--- config.mk ---
export PLATFORM = sky130hd
export DESIGN_NAME = pff_ctrl
export DESIGN_NICKNAME = d
export VERILOG_FILES = /design/src/sv/pff_pkg.sv /design/src/sv/pff_ctrl.sv
export SDC_FILE = /design/constraint.sdc
export NUM_CORES = 1
export LEC_CHECK = 0
export ABC_AREA = 0
export BUFFER_PORTS_ARGS = -buffer_cell sky130_fd_sc_hd__buf_2
export CORE_AREA = 2 2 39 41
export CTS_CLUSTER_DIAMETER = 50
export DETAILED_ROUTE_END_ITERATION = 8
export DIE_AREA = 0 0 41 43
export GPL_TIMING_DRIVEN = 0
export MAX_ROUTING_LAYER = met4
export PLACE_DENSITY = 0.48
export SYNTH_ARGS = -nofsm -noshare
export SYNTH_HDL_FRONTEND = slang
export SYNTH_SLANG_ARGS = --single-unit
--- constraint.sdc ---
create_clock -name clk -period 2.1 [get_ports clk]
set_input_delay 0.315 -clock clk [delete_from_list [all_inputs] [get_ports clk]]
set_output_delay 0.315 -clock clk [all_outputs]
set_load 0.01 [all_outputs]
--- src/sv/pff_pkg.sv ---
// pareto front filter: shared widths, register indexes and the
// controller/datapath command and status structs (no dependencies)
package pff_pkg;

  localparam int NOBJ       = 4;
  localparam int OBJ_W      = 32;
  localparam int IDX_W      = 6;
  localparam int CFG_W      = 4;
  localparam int CFG_ADDR_W = 1;

  localparam logic [CFG_ADDR_W-1:0] CFG_USE_MASK = 1'b0;
  localparam logic [CFG_ADDR_W-1:0] CFG_MAX_MASK = 1'b1;

  typedef logic [NOBJ-1:0][OBJ_W-1:0] point_t;

  // controller to datapath
  typedef struct packed {
    logic load;        // latch the accepted item
    logic ovf_set;     // item dropped, store is full
    logic scan_start;  // clear scan counters and the dominated mark
    logic scan_step;   // at most one read issued, at most one compare retired
    logic store;       // write the new point and its front flag
    logic emit_load;   // load one result into the output register
  } pff_cmd_t;

  // datapath to controller
  typedef struct packed {
    logic scan_done;
    logic full;
    logic final_pt;
    logic slot_free;
    logic emit_last;
  } pff_stat_t;

endpackage

--- src/sv/pff_ctrl.sv ---
// pareto front filter: sequencing state machine
// depends on pff_pkg
module pff_ctrl import pff_pkg::*; (
  input  logic      clk,
  input  logic      rst_n,
  input  logic      in_valid,
  input  logic      in_final,
  output logic      in_ready,
  input  pff_stat_t stat,
  output pff_cmd_t  cmd
);

  typedef enum logic [1:0] {
    S_IDLE,
    S_SCAN,
    S_STORE,
    S_EMIT
  } state_t;

  state_t state_r, state_nxt;

  always_comb begin
    state_nxt = state_r;
    cmd       = '0;
    in_ready  = 1'b0;
    case (state_r)
      S_IDLE: begin
        in_ready = 1'b1;
        if (in_valid) begin
          cmd.load = 1'b1;
          if (stat.full) begin
            cmd.ovf_set = 1'b1;
            if (in_final) state_nxt = S_EMIT;
          end else begin
            cmd.scan_start = 1'b1;
            state_nxt      = S_SCAN;
          end
        end
      end
      S_SCAN: begin
        if (stat.scan_done) state_nxt = S_STORE;
        else cmd.scan_step = 1'b1;
      end
      S_STORE: begin
        cmd.store = 1'b1;
        state_nxt = stat.final_pt ? S_EMIT : S_IDLE;
      end
      S_EMIT: begin
        if (stat.slot_free) begin
          cmd.emit_load = 1'b1;
          if (stat.emit_last) state_nxt = S_IDLE;
        end
      end
      default: state_nxt = S_IDLE;
    endcase
  end

  always_ff @(posedge clk) begin
    if (!rst_n) begin
      state_r <= S_IDLE;
    end else begin
      state_r <= state_nxt;
    end
  end

endmodule

==> results of run 1 <==
area by class of cell:
cell class / count / area [µm²]
multi-input combinational: 19 / 149
tap: 16 / 20.0
buffer: 1 / 11.3
inverter: 1 / 3.75
timing repair buffer: 15 / 75.1
fill: 158 / 1060
clock buffer: 3 / 22.5
sequential: 2 / 40.0
cell usage after synthesis:
cell type and count:
nor2b_1 3, and3_1 2, dfxtp_1 2, a21boi_0 1, a21boi_2 1, and2_1 1
buf_6 1, inv_1 1, mux2_2 1, mux2i_1 1, nand2_1 1, nand2b_1 1
nand2b_4 1, nand3_1 1, nand4_1 1, nor2_1 1, nor3b_1 1, nor4_2 1
o31ai_2 1
routing by layer:
layer / part of all wire (%) / vias up / GRT usage [%]
li1: - / 118 / -
met1: 41 / 101 / 7.64
met2: 46 / 12 / 8.75
met3: 8.4 / 2 / 0
met4: 4.0 / 0 / 10.0
met5: 0 / - / -
worst max-delay path, cell delays in order, from the launching register on:
cell and delay, ps:
dfxtp_1 290, buf_6 130, nor2_1 160, and2_1 160, nor2b_1 120, buf_2 130
cells by family after synthesis:
logic type,Yosys count
compound gates,3
mux,2
buf+inv,2
simple gates,14
flops,2
per-stage QoR:
step	hold slack (ps)	instances	power, mW	worst slack (ps)	cell area [µm²]
5_1_grt	415	57	0.239	455	322
4_1_cts	376	57	0.232	537	322
3_3_place_gp	567	54	0.137	794	299
6_report	382	57	0.226	565	322
3_5_place_dp	574	54	0.137	792	299
2_1_floorplan	489	23	0.106	689	204
power groups by stage:
stage	Combinational (mW)	Clock [mW]	Sequential [mW]
after floorplan	0.0572	0	0.0487
after global placement	0.0863	0	0.0503
after detailed placement	0.0860	0	0.0506
after CTS	0.0866	0.0950	0.0500
after global routing	0.0942	0.0941	0.0509
final	0.0852	0.0911	0.0499
how the worst max path moves through the flow:
| stage | from | to | slack, ps | depth (start not counted) |
|---|---|---|---|---|
| floorplan | state_r[1] | cmd[3] | 690 | 4 |
| global placement | state_r[1] | cmd[3] | 790 | 5 |
| detailed placement | state_r[1] | cmd[3] | 790 | 5 |
| CTS | state_r[1] | cmd[3] | 540 | 5 |
| global route | state_r[1] | cmd[3] | 450 | 5 |
| finish | state_r[1] | cmd[3] | 570 | 5 |
==> metrics.cfg, run 1 <==
[final_layout]
final_common_cell = buf_2
diodes = 0
drive_gt1_share_pct = 58.5
postLayoutCoreUtil_pct = 23.2
top_register = state_r
largestRegisters = state_r x2
final_cell_mix = buf_2, nor2b_1, clkbuf_4
area_delta_synth_final_pct = 57.7
largest_register_ff_count = 2
fin_nets = 52

[floorplanning]
io_pins = 16
dieHeight_um = 43
die_area_mm2 = 0.00176
coreArea_mm2 = 0.00138
start_util_pct = 14.7
rows = 14
dieWidth_um = 41

[grt]
grt_max_degree = 9
grt_pass1_wl_um = 745
grt-ovfl-total = 0
antenna_found_initial = 0
track_usage_pct = 6.87
grt_pass1_vias = 211

[yosys]
avgSynthCellArea_um2 = 8.87
synth-seq-area-share_pct = 19.6
syn-num-nets = 32
synthCells = 23
synth_compound_area_share_pct = 15.3
synth_fa_ha_area_share_pct = 0
synth_warnings = 0
synth_area_leaders = dfxtp_1, nor2b_1, nand2b_4
synth.top_cell.area_share_pct = 19.6
yosys.area_share.simple_pct = 47.2
synth_top_area_cell = dfxtp_1
synth-xor-area-share_pct = 0
synth_cell_type_count = 19
syn_area_um2 = 204
synth_top_family_by_area = simple AND/OR/NAND/NOR gates
synth.area.mux_share_pct = 10.4
synth-seq-cells = 2

[pwr]
ir_worst_vdd_mv = 0.157
p_per_area_mw_per_mm2 = 703
power_switching_uw = 72.8
p_leak_nw = 0.161
switching_share_pct = 32.2
p_comb_share_pct = 37.7
clkPwrFrac_pct = 40.3
p_int_uw = 153
p_seq_share_pct = 22.1

[worst_setup_path]
critPathMaxFanout = 8
worst_setup_path_end_kind = output port
r2r_cells = 4
r2r-start = state_r[1]
reg2reg_to = state_r[1]
cp_data_required_time_ps = 1780
crit_arrival_ps = 1220
critPathLaunchType = register
ff2ff_setup_slack_ps = 1030
critPathKind = register to output port

[routing]
vias = 233
wire_per_inst_um = 8.77
drt_iter0_drc = 1
ant_nets = 0
drc = 0
drt-pass1-iter-count = 2
routed_via_density = 4.09
totalWireLength_um = 500

[min_path]
holdPathEnd = state_r[1]
min_path_type = primary input to register
holdCritStartpoint = rst_n
worstHoldPathCells = 3

[sta]
max_freq_mhz = 652
rsz0062_at_grt = no
min_period_over_period_pct = 73.1
fin_setup_tns_ps = 0
timing_hold_violations_final = 0
worstMarginPinSlew_ps = 220
period_needed_ps = 1530
relSlewSlack_pct = 85.3
slew_viol_final = 0
setup_viol = 0
fin_worst_skew_ps = 2.32

[placed_design]
portBuffers = 15
gp_congestion = 0.575

[clock_tree]
clockBufferDepth = 2
numCtsBuffers = 3
clk_latency_ps = 230
ctsResizeCount = 0
cts_tree = done
cts.htree.levels = 1
holdBufCountCts = 0
cts.sink_count = 2
cts_setup_buffers = 0
root_buffer = clkbuf_4
clkTransAtPathRegs_ps = 30

[status]
status = finished, final reports clean

[job]
drv_cap = 0

(Power assumes the default switching activity.)
==> run 2, diff against run 1 <==
- PLACE_DENSITY: 0.48 -> 0.49
- clock period: 2.1 -> 1.4 ns (I/O delays scaled with it)
==> run 2 against run 1 <==
  * Clock skew decreased by 1.5 ps
  * Largest cell class unchanged
  * Design area rose by 3.5%
  * Power is 53% higher
  * Critical path type unchanged
==> metrics.cfg, run 2 (synthesis gave the netlist of run 1 again) <==
[status]
status = finished, final reports clean

[sta]
rsz0062_at_grt = yes
timing_hold_violations_final = 0
setup_viol = 0
slew_viol_final = 0
period_needed_ps = 1360
max_freq_mhz = 737
fin_worst_skew_ps = 0.814
relSlewSlack_pct = 85.6
worstMarginPinSlew_ps = 215
min_period_over_period_pct = 96.9

[placed_design]
gp_congestion = 0.549
dp_cells = 54
portBuffers = 15

[final_layout]
area_delta_synth_final_pct = 63.2
largest_register_ff_count = 2
final_cells = 57
drive_gt1_share_pct = 65.9
top_register = state_r
fin_nets = 52
largestRegisters = state_r x2
final_common_cell = buf_2
diodes = 0
final_cell_mix = buf_2, nor2b_1, clkbuf_4

[routing]
drc = 0
routed_via_density = 3.84
vias = 219
drt_iter0_drc = 5
ant_nets = 0
wire_per_inst_um = 8.75
totalWireLength_um = 499
drt-pass1-iter-count = 2

[floorplanning]
start_util_pct = 14.7
rows = 14
die_area_mm2 = 0.00176
coreArea_mm2 = 0.00138
dieHeight_um = 43
dieWidth_um = 41
io_pins = 16

[clock_tree]
numCtsBuffers = 3
cts.htree.levels = 1
clk_latency_ps = 220
root_buffer = clkbuf_4
clkTransAtPathRegs_ps = 30
holdBufCountCts = 0
cts.sink_count = 2
clockBufferDepth = 2
cts_tree = done
cts_setup_buffers = 0

[min_path]
min_path_type = primary input to register

[grt]
gr-usage-met3_pct = 3.14
use_met1_pct = 8.28
track_usage_pct = 7.18
grt_max_degree = 9
grt_pass1_wl_um = 759
grt_pass1_vias = 197
antenna_found_initial = 0
grt.busiest_layer = met1
grt_use_met2_pct = 8.13
grt-ovfl-total = 0

[worst_setup_path]
cp_data_required_time_ps = 1190
critPathLaunchType = register
critPathKind = register to output port
crit_arrival_ps = 1150
worst_setup_path_end_kind = output port
critPathMaxFanout = 8

[pwr]
ir_worst_vdd_mv = 0.270
p_per_area_mw_per_mm2 = 1040
p_leak_nw = 0.165
power_uw = 346

[job]
drv_cap = 0

[run 2: cell counts in the layout (fill, tap and decap cells not counted)]
No cell type changed its count.
[run 2: critical path: stages (launching register included)]
cell and delay [ps]:
dfxtp_1 290, buf_6 130, nor2_4 110, and2_4 150
nor2b_1 110, buf_2 130
[run 2: stage by stage]
step | worst slack [ps] | utilization (%) | area (µm²) | hold WS [ps] | setup TNS, ps
global placement | 176 | 21.6 | 299 | 515 | 0
global route | -31.5 | 24.1 | 333 | 296 | -31.5
finish | 43.4 | 24.1 | 333 | 277 | 0
floorplan | 94.3 | - | 204 | 384 | 0
detailed placement | 171 | 21.6 | 299 | 514 | 0
CTS | 22.1 | 23.9 | 330 | 269 | 0
[run 2: where the power goes]
group	internal, mW	switching, mW	total, mW
clock	0.0948	0.0351	0.130
sequential	0.0669	0.0109	0.0778
combinational	0.0759	0.0627	0.139
[run 2: metal layers]
metal	wire [µm]	part of all wire, %	vias up
li1	-	-	120
met4	0	0	0
met1	225	45	89
met5	0	0	-
met2	235	47	10
met3	38	7.6	0
[run 2: cell type report]
type                       instances  area (µm²)
fill                             162        1050
buffer                             1        11.3
clock buffer                       3        22.5
sequential                         2        41.3
timing repair buffer              15        75.1
inverter                           1        3.75
multi-input combinational         19         159
tap                               16        20.0
[run 2: what timing repair did]
action	4_1_cts	5_1_grt
gates cloned	0	0
setup endpoints to repair	1	1
gates resized for setup	3	1
[run 2: worst paths after layout]
path | from | endpoint | slack [ps] | depth (start not counted)
setup / recovery | state_r[1] | cmd[3] | 40 | 5
hold / removal | rst_n | state_r[0] | 280 | 3
setup reg to reg | state_r[1] | state_r[1] | 320 | 4
hold reg to reg | state_r[0] | state_r[1] | 550 | 2
